## src/rtl/jse_pkg.sv

```systemverilog
// Shared types, character constants and helpers of the JSON string escaper.
package jse_pkg;

   // Body of one command: what the back end prints between the optional quotes.
   typedef enum logic [2:0] {
      BODY_NONE,
      BODY_CHAR,
      BODY_U16,
      BODY_PAIR,
      BODY_RAW,
      BODY_ERR
   } body_type;

   // At most one command handed from the front end to the back end per input byte.
   typedef struct packed {
      logic        open_quote;
      body_type    body;
      logic [3:0]  body_len;
      logic [31:0] data;
      logic        close_quote;
   } cmd_type;

   // Phase of the back end within one command.
   typedef enum logic [1:0] {
      PH_OPEN,
      PH_BODY,
      PH_CLOSE
   } phase_type;

   // Register indexes of the configuration port.
   localparam logic CSR_ESC_NON_ASCII = 1'b0;
   localparam logic CSR_ESC_NON_BMP   = 1'b1;

   // Characters of the JSON text.
   localparam logic [7:0] CHAR_QUOTE  = 8'h22;
   localparam logic [7:0] CHAR_BSLASH = 8'h5C;
   localparam logic [7:0] CHAR_U      = 8'h75;
   localparam logic [7:0] CHAR_ERR    = 8'h00;

   // Body lengths in characters.
   localparam logic [3:0] LEN_ONE  = 4'd1;
   localparam logic [3:0] LEN_U16  = 4'd6;
   localparam logic [3:0] LEN_PAIR = 4'd12;

   // Uppercase hex digit of a nibble.
   function automatic logic [7:0] hex_char(input logic [3:0] nib);
      logic [7:0] ext;
      ext = {4'h0, nib};
      if (nib < 4'd10) begin
         return 8'h30 + ext;
      end
      return 8'h37 + ext;
   endfunction

endpackage

```

## src/rtl/jse_if.sv

```systemverilog
// Channel interfaces of the escaper: raw byte input and JSON character output.
interface jse_req_if;
   logic       valid;
   logic       ready;
   logic [7:0] in_byte;
   logic       in_last;

   modport source (output valid, output in_byte, output in_last, input ready);
   modport sink   (input valid, input in_byte, input in_last, output ready);
endinterface

interface jse_rsp_if;
   logic       valid;
   logic       ready;
   logic [7:0] out_char;
   logic       run_end;
   logic       text_end;
   logic       bad_utf8;

   modport source (output valid, output out_char, output run_end, output text_end,
                   output bad_utf8, input ready);
   modport sink   (input valid, input out_char, input run_end, input text_end,
                   input bad_utf8, output ready);
endinterface

```

## src/rtl/jse_front.sv

```systemverilog
// Front end: accepts input bytes, tracks UTF-8 sequences and issues print commands.
module jse_front
   import jse_pkg::*;
(
   input  logic    clock,
   input  logic    reset,
   jse_req_if.sink req,
   input  logic    csr_wr_en,
   input  logic    csr_index,
   input  logic    csr_data,
   output logic    push_valid,
   input  logic    push_ready,
   output cmd_type push_cmd
);

   logic            esc_non_ascii_ff;
   logic            esc_non_bmp_ff;
   logic [2:0][7:0] held_bytes_ff, held_bytes_in;
   logic [1:0]      bytes_needed_ff, bytes_needed_in;
   logic [1:0]      bytes_held_ff, bytes_held_in;
   logic            inside_text_ff, inside_text_in;
   logic            dropping_ff, dropping_in;

   logic            accept;
   logic [7:0]      b;
   logic            last;
   logic [3:0][7:0] seq;
   logic [1:0]      len_m1;
   logic [20:0]     cp2, cp3, cp4;
   logic [25:0]     dval;
   logic [15:0]     hi_word, lo_word;
   logic            esc;
   logic            error;
   cmd_type         cmd;

   assign req.ready = push_ready;
   assign accept    = req.valid && push_ready;
   assign b         = req.in_byte;
   assign last      = req.in_last;

   // Completed sequence: held bytes with the current byte placed after them.
   always_comb begin
      len_m1 = (bytes_held_ff == 2'd0) ? 2'd1 : bytes_held_ff;
      seq = {8'h00, held_bytes_ff};
      seq[len_m1] = b;
      cp2 = {10'b0, seq[0][4:0], seq[1][5:0]};
      cp3 = {5'b0, seq[0][3:0], seq[1][5:0], seq[2][5:0]};
      cp4 = {seq[0][2:0], seq[1][5:0], seq[2][5:0], seq[3][5:0]};
      dval = {5'b0, cp4} - 26'h0010000;
      hi_word = 16'hD800 + dval[25:10];
      lo_word = 16'hDC00 + {6'b0, dval[9:0]};
      esc = esc_non_ascii_ff || ((len_m1 == 2'd3) && esc_non_bmp_ff);
   end

   // Classification of the byte and the next sequence state.
   always_comb begin
      held_bytes_in   = held_bytes_ff;
      bytes_needed_in = bytes_needed_ff;
      bytes_held_in   = bytes_held_ff;
      inside_text_in  = inside_text_ff;
      dropping_in     = dropping_ff;
      error           = 1'b0;
      cmd.open_quote  = !inside_text_ff;
      cmd.body        = BODY_NONE;
      cmd.body_len    = LEN_ONE;
      cmd.data        = 32'h0;
      cmd.close_quote = 1'b0;

      if (dropping_ff) begin
         cmd.open_quote = 1'b0;
         if (last) begin
            dropping_in     = 1'b0;
            inside_text_in  = 1'b0;
            bytes_needed_in = 2'd0;
            bytes_held_in   = 2'd0;
         end
      end else begin
         inside_text_in = 1'b1;
         if (bytes_needed_ff == 2'd0) begin
            if (b <= 8'h1F) begin
               cmd.body     = BODY_U16;
               cmd.body_len = LEN_U16;
               cmd.data     = {24'h0, b};
            end else if (b < 8'h80) begin
               cmd.body = BODY_CHAR;
               cmd.data = {24'h0, b};
            end else if (b < 8'hC0) begin
               error = 1'b1;
            end else if (last) begin
               error = 1'b1;
            end else begin
               held_bytes_in[0] = b;
               bytes_held_in    = 2'd1;
               bytes_needed_in  = (b < 8'hE0) ? 2'd1 : ((b < 8'hF0) ? 2'd2 : 2'd3);
            end
         end else if (bytes_needed_ff > 2'd1) begin
            if (last) begin
               error = 1'b1;
            end else begin
               if (bytes_held_ff < 2'd3) begin
                  held_bytes_in[bytes_held_ff] = b;
               end
               bytes_held_in   = bytes_held_ff + 2'd1;
               bytes_needed_in = bytes_needed_ff - 2'd1;
            end
         end else begin
            bytes_needed_in = 2'd0;
            bytes_held_in   = 2'd0;
            if (!esc) begin
               cmd.body     = BODY_RAW;
               cmd.body_len = {2'b00, len_m1} + 4'd1;
               cmd.data     = seq;
            end else if (len_m1 == 2'd3) begin
               cmd.body     = BODY_PAIR;
               cmd.body_len = LEN_PAIR;
               cmd.data     = {hi_word, lo_word};
            end else if (len_m1 == 2'd2) begin
               cmd.body     = BODY_U16;
               cmd.body_len = LEN_U16;
               cmd.data     = {16'h0, cp3[15:0]};
            end else begin
               cmd.body     = BODY_U16;
               cmd.body_len = LEN_U16;
               cmd.data     = {16'h0, cp2[15:0]};
            end
         end

         if (error) begin
            cmd.body        = BODY_ERR;
            cmd.body_len    = LEN_ONE;
            bytes_needed_in = 2'd0;
            bytes_held_in   = 2'd0;
            if (last) begin
               inside_text_in = 1'b0;
            end else begin
               dropping_in = 1'b1;
            end
         end else if (last) begin
            cmd.close_quote = 1'b1;
            inside_text_in  = 1'b0;
         end
      end
   end

   assign push_cmd   = cmd;
   assign push_valid = accept && (cmd.open_quote || cmd.close_quote || (cmd.body != BODY_NONE));

   // Sequence state and configuration registers.
   always_ff @(posedge clock) begin
      if (reset) begin
         esc_non_ascii_ff <= 1'b0;
         esc_non_bmp_ff   <= 1'b0;
         held_bytes_ff    <= '0;
         bytes_needed_ff  <= 2'd0;
         bytes_held_ff    <= 2'd0;
         inside_text_ff   <= 1'b0;
         dropping_ff      <= 1'b0;
      end else begin
         if (csr_wr_en) begin
            if (csr_index == CSR_ESC_NON_ASCII) begin
               esc_non_ascii_ff <= csr_data;
            end
            if (csr_index == CSR_ESC_NON_BMP) begin
               esc_non_bmp_ff <= csr_data;
            end
         end
         if (accept) begin
            held_bytes_ff   <= held_bytes_in;
            bytes_needed_ff <= bytes_needed_in;
            bytes_held_ff   <= bytes_held_in;
            inside_text_ff  <= inside_text_in;
            dropping_ff     <= dropping_in;
         end
      end
   end

endmodule

```

## src/rtl/jse_queue.sv

```systemverilog
// Command queue between the front end and the back end.
module jse_queue
   import jse_pkg::*;
#(
   parameter int DEPTH = 4
) (
   input  logic    clock,
   input  logic    reset,
   input  logic    push_valid,
   output logic    push_ready,
   input  cmd_type push_cmd,
   output logic    pop_valid,
   input  logic    pop_ready,
   output cmd_type pop_cmd
);

   localparam int PTR_W = (DEPTH > 1) ? $clog2(DEPTH) : 1;
   localparam int CNT_W = $clog2(DEPTH + 1);
   localparam logic [PTR_W-1:0] PTR_LAST = PTR_W'(DEPTH - 1);
   localparam logic [CNT_W-1:0] CNT_FULL = CNT_W'(DEPTH);

   cmd_type          mem_ff [DEPTH];
   logic [PTR_W-1:0] wr_ptr_ff, rd_ptr_ff;
   logic [CNT_W-1:0] count_ff;
   logic             do_push, do_pop;

   assign push_ready = count_ff != CNT_FULL;
   assign pop_valid  = count_ff != '0;
   assign pop_cmd    = mem_ff[rd_ptr_ff];
   assign do_push    = push_valid && push_ready;
   assign do_pop     = pop_valid && pop_ready;

   // Entry storage.
   always_ff @(posedge clock) begin
      if (do_push) begin
         mem_ff[wr_ptr_ff] <= push_cmd;
      end
   end

   // Pointers and fill count.
   always_ff @(posedge clock) begin
      if (reset) begin
         wr_ptr_ff <= '0;
         rd_ptr_ff <= '0;
         count_ff  <= '0;
      end else begin
         if (do_push) begin
            wr_ptr_ff <= (wr_ptr_ff == PTR_LAST) ? '0 : wr_ptr_ff + 1'b1;
         end
         if (do_pop) begin
            rd_ptr_ff <= (rd_ptr_ff == PTR_LAST) ? '0 : rd_ptr_ff + 1'b1;
         end
         if (do_push && !do_pop) begin
            count_ff <= count_ff + 1'b1;
         end else if (do_pop && !do_push) begin
            count_ff <= count_ff - 1'b1;
         end
      end
   end

endmodule

```

## src/rtl/jse_back.sv

```systemverilog
// Back end: expands each command into JSON characters, one per cycle while the output accepts them.
module jse_back
   import jse_pkg::*;
(
   input  logic      clock,
   input  logic      reset,
   input  logic      pop_valid,
   output logic      pop_ready,
   input  cmd_type   pop_cmd,
   jse_rsp_if.source rsp
);

   cmd_type    cur_ff, cur_in;
   logic       cur_valid_ff, cur_valid_in;
   phase_type  phase_ff, phase_in;
   logic [3:0] idx_ff, idx_in;

   logic       rsp_valid_ff;
   logic [7:0] out_char_ff;
   logic       run_end_ff, text_end_ff, bad_utf8_ff;

   logic       emit;
   logic       seg_last, cmd_last;
   logic [7:0] ch;
   logic       tend, bad;
   logic       load;
   logic       second_word;
   logic [3:0] sub;
   logic [15:0] word;
   logic [1:0] byte_sel;

   assign emit = cur_valid_ff && (!rsp_valid_ff || rsp.ready);

   // Character for the current phase and position.
   always_comb begin
      ch          = CHAR_QUOTE;
      tend        = 1'b0;
      bad         = 1'b0;
      seg_last    = 1'b1;
      cmd_last    = 1'b0;
      second_word = (cur_ff.body == BODY_PAIR) && (idx_ff >= 4'd6);
      sub         = second_word ? idx_ff - 4'd6 : idx_ff;
      word        = (cur_ff.body == BODY_PAIR && !second_word) ? cur_ff.data[31:16]
                                                              : cur_ff.data[15:0];
      byte_sel    = idx_ff[1:0];
      case (phase_ff)
         PH_OPEN: begin
            cmd_last = (cur_ff.body == BODY_NONE) && !cur_ff.close_quote;
         end
         PH_BODY: begin
            seg_last = idx_ff == (cur_ff.body_len - 4'd1);
            cmd_last = seg_last && !cur_ff.close_quote;
            case (cur_ff.body)
               BODY_CHAR: ch = cur_ff.data[7:0];
               BODY_RAW:  ch = cur_ff.data[byte_sel*8 +: 8];
               BODY_ERR: begin
                  ch   = CHAR_ERR;
                  tend = 1'b1;
                  bad  = 1'b1;
               end
               BODY_U16, BODY_PAIR: begin
                  case (sub)
                     4'd0:    ch = CHAR_BSLASH;
                     4'd1:    ch = CHAR_U;
                     4'd2:    ch = hex_char(word[15:12]);
                     4'd3:    ch = hex_char(word[11:8]);
                     4'd4:    ch = hex_char(word[7:4]);
                     default: ch = hex_char(word[3:0]);
                  endcase
               end
               default: ch = CHAR_ERR;
            endcase
         end
         PH_CLOSE: begin
            tend     = 1'b1;
            cmd_last = 1'b1;
         end
         default: begin
            cmd_last = 1'b1;
         end
      endcase
   end

   assign load      = pop_valid && (!cur_valid_ff || (emit && cmd_last));
   assign pop_ready = load;

   // Next phase and position.
   always_comb begin
      cur_in       = cur_ff;
      cur_valid_in = cur_valid_ff;
      phase_in     = phase_ff;
      idx_in       = idx_ff;
      if (load) begin
         cur_in       = pop_cmd;
         cur_valid_in = 1'b1;
         idx_in       = 4'd0;
         if (pop_cmd.open_quote) begin
            phase_in = PH_OPEN;
         end else if (pop_cmd.body != BODY_NONE) begin
            phase_in = PH_BODY;
         end else begin
            phase_in = PH_CLOSE;
         end
      end else if (emit && cmd_last) begin
         cur_valid_in = 1'b0;
      end else if (emit) begin
         if (seg_last) begin
            idx_in = 4'd0;
            if (phase_ff == PH_OPEN && cur_ff.body != BODY_NONE) begin
               phase_in = PH_BODY;
            end else begin
               phase_in = PH_CLOSE;
            end
         end else begin
            idx_in = idx_ff + 4'd1;
         end
      end
   end

   // Sequencer registers.
   always_ff @(posedge clock) begin
      if (reset) begin
         cur_valid_ff <= 1'b0;
         phase_ff     <= PH_OPEN;
         idx_ff       <= 4'd0;
      end else begin
         cur_valid_ff <= cur_valid_in;
         phase_ff     <= phase_in;
         idx_ff       <= idx_in;
      end
   end

   always_ff @(posedge clock) begin
      cur_ff <= cur_in;
   end

   // Output register.
   always_ff @(posedge clock) begin
      if (reset) begin
         rsp_valid_ff <= 1'b0;
      end else if (emit) begin
         rsp_valid_ff <= 1'b1;
      end else if (rsp.ready) begin
         rsp_valid_ff <= 1'b0;
      end
   end

   always_ff @(posedge clock) begin
      if (emit) begin
         out_char_ff <= ch;
         run_end_ff  <= cmd_last;
         text_end_ff <= tend;
         bad_utf8_ff <= bad;
      end
   end

   assign rsp.valid    = rsp_valid_ff;
   assign rsp.out_char = out_char_ff;
   assign rsp.run_end  = run_end_ff;
   assign rsp.text_end = text_end_ff;
   assign rsp.bad_utf8 = bad_utf8_ff;

endmodule

```

## src/rtl/json_string_escaper_unit.sv

```systemverilog
// A command passes the queue, the back end's command register and its output register.
// Throughput: one JSON character per cycle while the output accepts them; a byte
// prints 1 body character as plain text, up to 13 as a surrogate pair and its quote.
// The front end takes a byte every cycle while the command queue has room.
// Reset is synchronous and active high; it clears both flags and empties all stages.
// Top level: front end, command queue and back end of the JSON string escaper.
module json_string_escaper_unit
   import jse_pkg::*;
#(
   parameter int QUEUE_DEPTH = 4
) (
   input  logic      clock,
   input  logic      reset,
   jse_req_if.sink   req,
   jse_rsp_if.source rsp,
   input  logic      csr_wr_en,
   input  logic      csr_index,
   input  logic      csr_data
);

   logic    push_valid, push_ready;
   logic    pop_valid, pop_ready;
   cmd_type push_cmd, pop_cmd;

   jse_front u_front (
      .clock      (clock),
      .reset      (reset),
      .req        (req),
      .csr_wr_en  (csr_wr_en),
      .csr_index  (csr_index),
      .csr_data   (csr_data),
      .push_valid (push_valid),
      .push_ready (push_ready),
      .push_cmd   (push_cmd)
   );

   jse_queue #(
      .DEPTH (QUEUE_DEPTH)
   ) u_queue (
      .clock      (clock),
      .reset      (reset),
      .push_valid (push_valid),
      .push_ready (push_ready),
      .push_cmd   (push_cmd),
      .pop_valid  (pop_valid),
      .pop_ready  (pop_ready),
      .pop_cmd    (pop_cmd)
   );

   jse_back u_back (
      .clock     (clock),
      .reset     (reset),
      .pop_valid (pop_valid),
      .pop_ready (pop_ready),
      .pop_cmd   (pop_cmd),
      .rsp       (rsp)
   );

endmodule
```

## src/flat_wrapper.sv

```systemverilog
// flat-port wrapper written by rule: the top's interface ports become plain ports
module json_string_escaper_unit_flat import jse_pkg::*;
#(
   parameter int QUEUE_DEPTH = 4
)
  (clock, reset, csr_wr_en, csr_index, csr_data, req_valid, req_in_byte, req_in_last, req_ready, rsp_valid, rsp_out_char, rsp_run_end, rsp_text_end, rsp_bad_utf8, rsp_ready);
  jse_req_if req_i ();
  jse_rsp_if rsp_i ();
  input  logic clock;
  input  logic reset;
  input  logic csr_wr_en;
  input  logic csr_index;
  input  logic csr_data;
  input wire logic [$bits(req_i.valid)-1:0] req_valid;
  input wire logic [$bits(req_i.in_byte)-1:0] req_in_byte;
  input wire logic [$bits(req_i.in_last)-1:0] req_in_last;
  output wire logic [$bits(req_i.ready)-1:0] req_ready;
  output wire logic [$bits(rsp_i.valid)-1:0] rsp_valid;
  output wire logic [$bits(rsp_i.out_char)-1:0] rsp_out_char;
  output wire logic [$bits(rsp_i.run_end)-1:0] rsp_run_end;
  output wire logic [$bits(rsp_i.text_end)-1:0] rsp_text_end;
  output wire logic [$bits(rsp_i.bad_utf8)-1:0] rsp_bad_utf8;
  input wire logic [$bits(rsp_i.ready)-1:0] rsp_ready;
  assign req_i.valid = req_valid;
  assign req_i.in_byte = req_in_byte;
  assign req_i.in_last = req_in_last;
  assign req_ready = req_i.ready;
  assign rsp_valid = rsp_i.valid;
  assign rsp_out_char = rsp_i.out_char;
  assign rsp_run_end = rsp_i.run_end;
  assign rsp_text_end = rsp_i.text_end;
  assign rsp_bad_utf8 = rsp_i.bad_utf8;
  assign rsp_i.ready = rsp_ready;
  json_string_escaper_unit #(.QUEUE_DEPTH(QUEUE_DEPTH)) u_core (.clock(clock), .reset(reset), .req(req_i), .rsp(rsp_i), .csr_wr_en(csr_wr_en), .csr_index(csr_index), .csr_data(csr_data));
endmodule
```

## config.mk

```make
export PLATFORM = sky130hd
export DESIGN_NAME = json_string_escaper_unit_flat
export DESIGN_NICKNAME = d
export VERILOG_FILES = /design/src/rtl/jse_pkg.sv /design/src/rtl/jse_if.sv /design/src/rtl/jse_front.sv /design/src/rtl/jse_queue.sv /design/src/rtl/jse_back.sv /design/src/rtl/json_string_escaper_unit.sv /design/src/flat_wrapper.sv
export SDC_FILE = /design/constraint.sdc
export NUM_CORES = 1
export LEC_CHECK = 0
export ABC_AREA = 1
export ABC_CLOCK_PERIOD_IN_PS = 5500
export BUFFER_PORTS_ARGS = -buffer_cell sky130_fd_sc_hd__buf_2
export CORE_ASPECT_RATIO = 1.1
export CORE_UTILIZATION = 63
export CTS_CLUSTER_DIAMETER = 150
export DETAILED_ROUTE_END_ITERATION = 8
export PLACE_DENSITY = 0.8
export SYNTH_ARGS = -nofsm -noshare
export SYNTH_HDL_FRONTEND = slang
export SYNTH_SLANG_ARGS = --single-unit
```

## constraint.sdc

```tcl
create_clock -name clock -period 5.5 [get_ports clock]
set_input_delay 0 -clock clock [delete_from_list [all_inputs] [get_ports clock]]
set_output_delay 0 -clock clock [all_outputs]
set_load 0.05 [all_outputs]
```

* After elaboration in Yosys (flattened, before gate mapping)
Memory sizes are Yosys's and may differ from the RTL's. A register that Yosys moved wholly into a read port is not among the register bits. Cells that the tools add are included.
Storage, ports and cells: bits of input ports 16, logic and storage cells 267, bits in registers 98, memories kept 1, memory bits (writable) 164
Operators by class: reduce and logical (&&, ||, !) cells 56, mux-type cells 114, shifts and indexed selects 1, order comparisons 16, bitwise gates (word level) 5, add/subtract/negate cells 21, equal/unequal tests 29
Memories:
- u_core.u_queue.mem_ff | depth 4, width 41, read ports 1, clocked after Yosys merged registers in 1, wr ports 1, RTL line jse_queue.sv:22 | cmd_type mem_ff [DEPTH];
Operators by type and width (number):
- two-way mux 8 bit | 20
- two-way mux 39 bit | 4
- two-way mux 2 bit | 33
- adder 6 x 4 -> 7 bit (first input constant) | 8
- two-way mux 1 bit | 40
- two-way mux 40 bit | 1
- one-hot mux 8 bit (5 select lines) | 1
- bitwise mux 32 bit | 1
- demux 8 bit (select 2 bit) | 2
- less-than comparator 8 bit (second input constant) | 4
- two-way mux 16 bit | 2
- indexed part select 32 x 6 -> 8 bit | 1
- bitwise mux 24 bit | 1
- one-hot mux 8 bit (3 select lines) | 1
- subtractor 21 x 17 -> 22 bit (second input constant) | 1
- != test 4 x 3 -> 1 bit (second input constant) | 5
- logical AND 1 bit | 17
- adder 15 x 11 -> 16 bit (first input constant) | 1
- adder 15 x 12 -> 16 bit (first input constant) | 1
- less-than comparator 4 bit (second input constant) | 4
- nonzero test 2 bit | 7
- nonzero test 3 bit | 4
- equality test 2 bit (second input constant) | 5
- two-way mux 3 bit | 3
- 42 further kinds | 75

* Logic depth before layout (Yosys ltp)
depth in word-level cells 23, gate-level depth with buffers 20, gate-level depth less buffers 20

* Modules after synthesis
Synthesis repeated with hierarchy kept, for this count alone.
Unflattened totals: cells, all modules 1343, area, all modules 12806.0 µm²
Modules (own cells, without submodules):
- jse_queue | instances 1, area each 6575.1 µm², cells an instance 465
- jse_back | instances 1, area each 3616.0 µm², cells an instance 447
- jse_front | instances 1, area each 2615.0 µm², cells an instance 431

* Least setup slack after synthesis
OpenSTA, ideal clock, no wires.
path kind register to register, start point reg u_core.u_front.bytes_held_ff[1], end point mem u_core.u_queue.mem_ff[0][0] in the netlist's numbering (enable), setup time 0.439 ns, arrival 3.338 ns, required time 5.061 ns, cell stages (with the launch flop) 12, setup slack 1.723 ns, path through dfxtp_1 > ha_1 > a21oi_1 > inv_2 > nand2_1 > o21ai_0 > inv_1 > nor2_1 > nor3_1 > o21ai_2 > nand2_1 > nor2_1
RTL lines:
- from (decl) | RTL line jse_front.sv:20 | logic [1:0] bytes_held_ff, bytes_held_in;
- from (signal assigned) | RTL line jse_front.sv:170 | bytes_held_ff <= bytes_held_in;
- to (decl) | RTL line jse_queue.sv:22

==> reports/results.txt <==
status: complete, no violations
routed vias: 9724
shortest clock period the worst path allows after layout: 4.04 ns
number of levels in the clock H-tree: 1
cell count after synthesis: 1310
WP data required: 5.72 ns
Critical R2R Capture: u_core.u_queue.mem_ff[3][32]
number of flip-flops and latches in the synthesized netlist: 264
Synth-to-Final Area Change: 11.1%
FFs w/ async S/R, synth: 0
largest net degree at the start of global routing: 87
Fin Clk Skew: 0.0240 ns
overall power of the completed layout: 0.00721 W
aggregate global-route resource usage: 0.298
post-placement worst setup slack: 1.53 ns
fill count: 1396
antenna cells: 0
busiest layer in global routing: met2
drt first-iter violations: 928
most common cell in the synthesized netlist: sky130_fd_sc_hd__edfxtp_1
GRT Residual Overflow: 0
share of final-layout standard cells stronger than drive strength 1: 0.104
number of nets in the finished design: 1380
met1 routing resource usage after global routing: 0.378
primary flip-flop cell chosen by synthesis mapping: sky130_fd_sc_hd__edfxtp_1
Post-Syn Area per Cell: 9.63 sq um
Fmax achieved: 247 MHz
cell taking the most area after synthesis: sky130_fd_sc_hd__edfxtp_1
number of port buffers: 28
most instantiated cells after synthesis: 215 x sky130_fd_sc_hd__edfxtp_1, 192 x sky130_fd_sc_hd__nand2_1, 174 x sky130_fd_sc_hd__o21ai_0
RSZ-0062 raised after global routing: false
post-placement cell area: 12900 sq um
cell area after synthesis: 12600 sq um
power density over cell area: 515 nW/um^2
main area contributors after synthesis: sky130_fd_sc_hd__edfxtp_1 51%, sky130_fd_sc_hd__dfxtp_1 7.8%, sky130_fd_sc_hd__o21ai_0 6.9%
vias in the first global route: 9168
initial cell density of the core: 0.651
antenna violations before repair: 0
TritonCTS clock tree: built
crit path DAT: 4.27 ns
final worst-path setup slack: 1.46 ns
Max FO, Critical Path: 29
core region area: 19400 sq um
final critical-path share of the clock period: 0.735
Setup Total Neg Slack: 0 ns
leakage power figure: 5.47 nW
number of buffers created by CTS: 27
count of synthesis-stage warnings from yosys: 0
Detail Placement HPWL: 20.2 mm
distinct cell type count of the synthesized netlist: 51
number of resized instances in the post-cts repair step: 0
post-synthesis sequential area ratio: 0.590
startpoint kind of the worst setup timing path: flop
r2r setup slk: 1.46 ns
number of vias per cell: 6.05
number of endpoints failing setup at the final stage: 0
first-pass GRT wire length: 46.9 mm
average wire per cell in the routed design: 18.6 microns
path type of the worst setup path: flop to flop
Total Die Area: 20600 sq um
num ports: 29
detailed-router iteration count before antenna repair: 5
start point of the critical path: u_core.u_front.bytes_held_ff[1]
Hold Crit Class: input port to flop
height of the chip: 150 microns
post-route design area: 14000 sq um
net count of the mapped netlist: 1349
endpoint kind of the worst setup timing path: flop
met3 usage in global routing: 0.0303
final routed DRC violation total: 0
count of flip-flops with a built-in enable after synthesis: 215
source-to-sink clock delay at the later pin of the worst-skew pair: 0.53 ns
Num Clock Sinks: 264
number of maximum-capacitance constraint violations: 0
count of pins over their slew limit: 0
total routed wirelength: 29.9 mm
share of Yosys cell area claimed by the top area cell type: 0.512
Worst R2R Path Depth: 13
clk root buf: sky130_fd_sc_hd__clkbuf_16
clock edge transition at the registers on the reported setup and hold paths: 0.07 ns
number of hold violations in the final report: 0
worst setup path endpoint: u_core.u_queue.mem_ff[3][32]
met2 Usage GRT: 0.520
VDD IR-drop max: 0.354 mV
launch point of the worst reg-to-reg path: u_core.u_front.bytes_held_ff[1]
last weighted congestion value of the routability-driven placer: 1.01
CTS max path bufs: 3
worst slew slack as a fraction of its limit: 0.273
antenna-violating nets left: 0
width of the die: 137 microns
number of cell rows: 53
pin slew with the least headroom to its limit: 1.08 ns
==> cell families (layout without fill, tap and decap cells) <==
| logic type | after synthesis | in the layout | share of synthesized area |
|---|---|---|---|
| simple gates | 455 | 455 | 0.161 |
| compound gates | 368 | 368 | 0.160 |
| flops | 264 | 264 | 0.590 |
| buf+inv | 193 | 244 | 0.0606 |
| fa+ha+maj | 23 | 23 | 0.0234 |
| xor+xnor | 6 | 6 | 0.00417 |
| mux | 1 | 1 | 0.000794 |
==> metal layers <==
layer  part of all wire  routed length (microns)
met2               0.50                    15100
met1               0.39                    11600
met4              0.037                     1120
met3              0.068                     2040
met5                  0                        0
==> area by class of cell <==
class                           instances  area, sq um  area share
Sequential cell                       264         7440       0.531
Multi-Input combinational cell        853         4440       0.317
Clock buffer                           30          687      0.0490
Inverter                              135          508      0.0363
Timing Repair Buffer                   60          430      0.0307
Tap cell                              247          309      0.0221
Clock inverter                         19          194      0.0138
==> repair_timing <==
action                                 in CTS  in global routing
setup buffers                               0                  0
hold buffers                               20                  0
endpoints found under the hold margin      40                  0
==> cell usage in the layout (no fill, tap or decap), types with 4 or more instances in the layout <==
cell type,instances
sky130_fd_sc_hd__edfxtp_1,215
sky130_fd_sc_hd__nand2_1,192
sky130_fd_sc_hd__o21ai_0,174
sky130_fd_sc_hd__nor2_1,134
sky130_fd_sc_hd__inv_1,128
sky130_fd_sc_hd__a21oi_1,112
sky130_fd_sc_hd__nand3_1,53
sky130_fd_sc_hd__dfxtp_1,48
sky130_fd_sc_hd__o22ai_1,40
sky130_fd_sc_hd__buf_2,28
sky130_fd_sc_hd__clkbuf_16,27
sky130_fd_sc_hd__ha_1,22
sky130_fd_sc_hd__dlygate4sd3_1,20
sky130_fd_sc_hd__nand4_1,19
sky130_fd_sc_hd__nand2_2,17
sky130_fd_sc_hd__buf_4,12
sky130_fd_sc_hd__nor3_1,9
sky130_fd_sc_hd__o211ai_1,9
sky130_fd_sc_hd__nor2_4,8
sky130_fd_sc_hd__inv_2,6
sky130_fd_sc_hd__a211oi_1,6
sky130_fd_sc_hd__nand2_4,5
sky130_fd_sc_hd__nor2_2,5
sky130_fd_sc_hd__clkinv_2,5
sky130_fd_sc_hd__xor2_1,4
sky130_fd_sc_hd__nand3_2,4
sky130_fd_sc_hd__o21ai_2,4
sky130_fd_sc_hd__o21ai_1,4
sky130_fd_sc_hd__clkinv_1,4
==> per-stage QoR <==
| stage | hold WS [ns] | util | cells |
|---|---|---|---|
| after floorplan | 0.152 | - | 1310 |
| after global placement | 0.278 | 0.667 | 1539 |
| after detailed placement | 0.280 | 0.667 | 1539 |
| after CTS | 0.309 | 0.723 | 1608 |
| after global routing | 0.352 | 0.723 | 1608 |
| final | 0.324 | 0.723 | 1608 |
==> power by group <==
group | switching (W) | internal, W
clock | 0.000758 | 0.00105
combinational | 0.00183 | 0.000712
sequential | 0.000169 | 0.00269
==> worst min path at each step <==
| stage | from | endpoint | slack (ns) | depth (start not counted) |
|---|---|---|---|---|
| 6_report | csr_index | u_core.u_front.esc_non_bmp_ff | 0.32 | 5 |
| 2_1_floorplan | csr_data | u_core.u_front.esc_non_bmp_ff | 0.15 | 2 |
| 3_5_place_dp | csr_data | u_core.u_front.esc_non_bmp_ff | 0.28 | 3 |
| 4_1_cts | csr_index | u_core.u_front.esc_non_bmp_ff | 0.31 | 5 |
| 5_1_grt | csr_index | u_core.u_front.esc_non_bmp_ff | 0.35 | 5 |
| 3_3_place_gp | rsp_ready | u_core.u_back.rsp.valid | 0.28 | 4 |
==> critical path, cell delays in order (launching register included) <==
cell and delay [ns]:
sky130_fd_sc_hd__dfxtp_1 0.46, sky130_fd_sc_hd__ha_1 0.28, sky130_fd_sc_hd__a21oi_1 0.09, sky130_fd_sc_hd__buf_4 0.21, sky130_fd_sc_hd__inv_2 0.36, sky130_fd_sc_hd__nand2_1 0.15, sky130_fd_sc_hd__o21ai_0 0.10, sky130_fd_sc_hd__inv_1 0.07
sky130_fd_sc_hd__nor2_1 0.29, sky130_fd_sc_hd__nor3_1 0.12, sky130_fd_sc_hd__o21ai_2 0.12, sky130_fd_sc_hd__nand2_1 0.29, sky130_fd_sc_hd__nor2_4 0.82, sky130_fd_sc_hd__buf_4 0.36
==> state kept, by name, summed over array words and instances (netlist names), named ones only <==
signal	cells
u_core.u_queue.mem_ff	164
u_core.u_back.cur_ff	40
u_core.u_back.rsp.run_end	1
u_core.u_queue.rd_ptr_ff	2
u_core.u_front.esc_non_ascii_ff	1
u_core.u_front.held_bytes_ff	24
u_core.u_back.rsp.out_char	8
u_core.u_back.rsp.text_end	1
u_core.u_front.esc_non_bmp_ff	1
u_core.u_back.rsp.valid	1
u_core.u_front.bytes_needed_ff	2
u_core.u_front.inside_text_ff	1
u_core.u_front.bytes_held_ff	2
u_core.u_queue.wr_ptr_ff	2
u_core.u_queue.count_ff	3
u_core.u_back.phase_ff	2
u_core.u_back.cur_valid_ff	1
u_core.u_front.dropping_ff	1
u_core.u_back.rsp.bad_utf8	1
u_core.u_back.idx_ff	4
(Power assumes the default switching activity.)
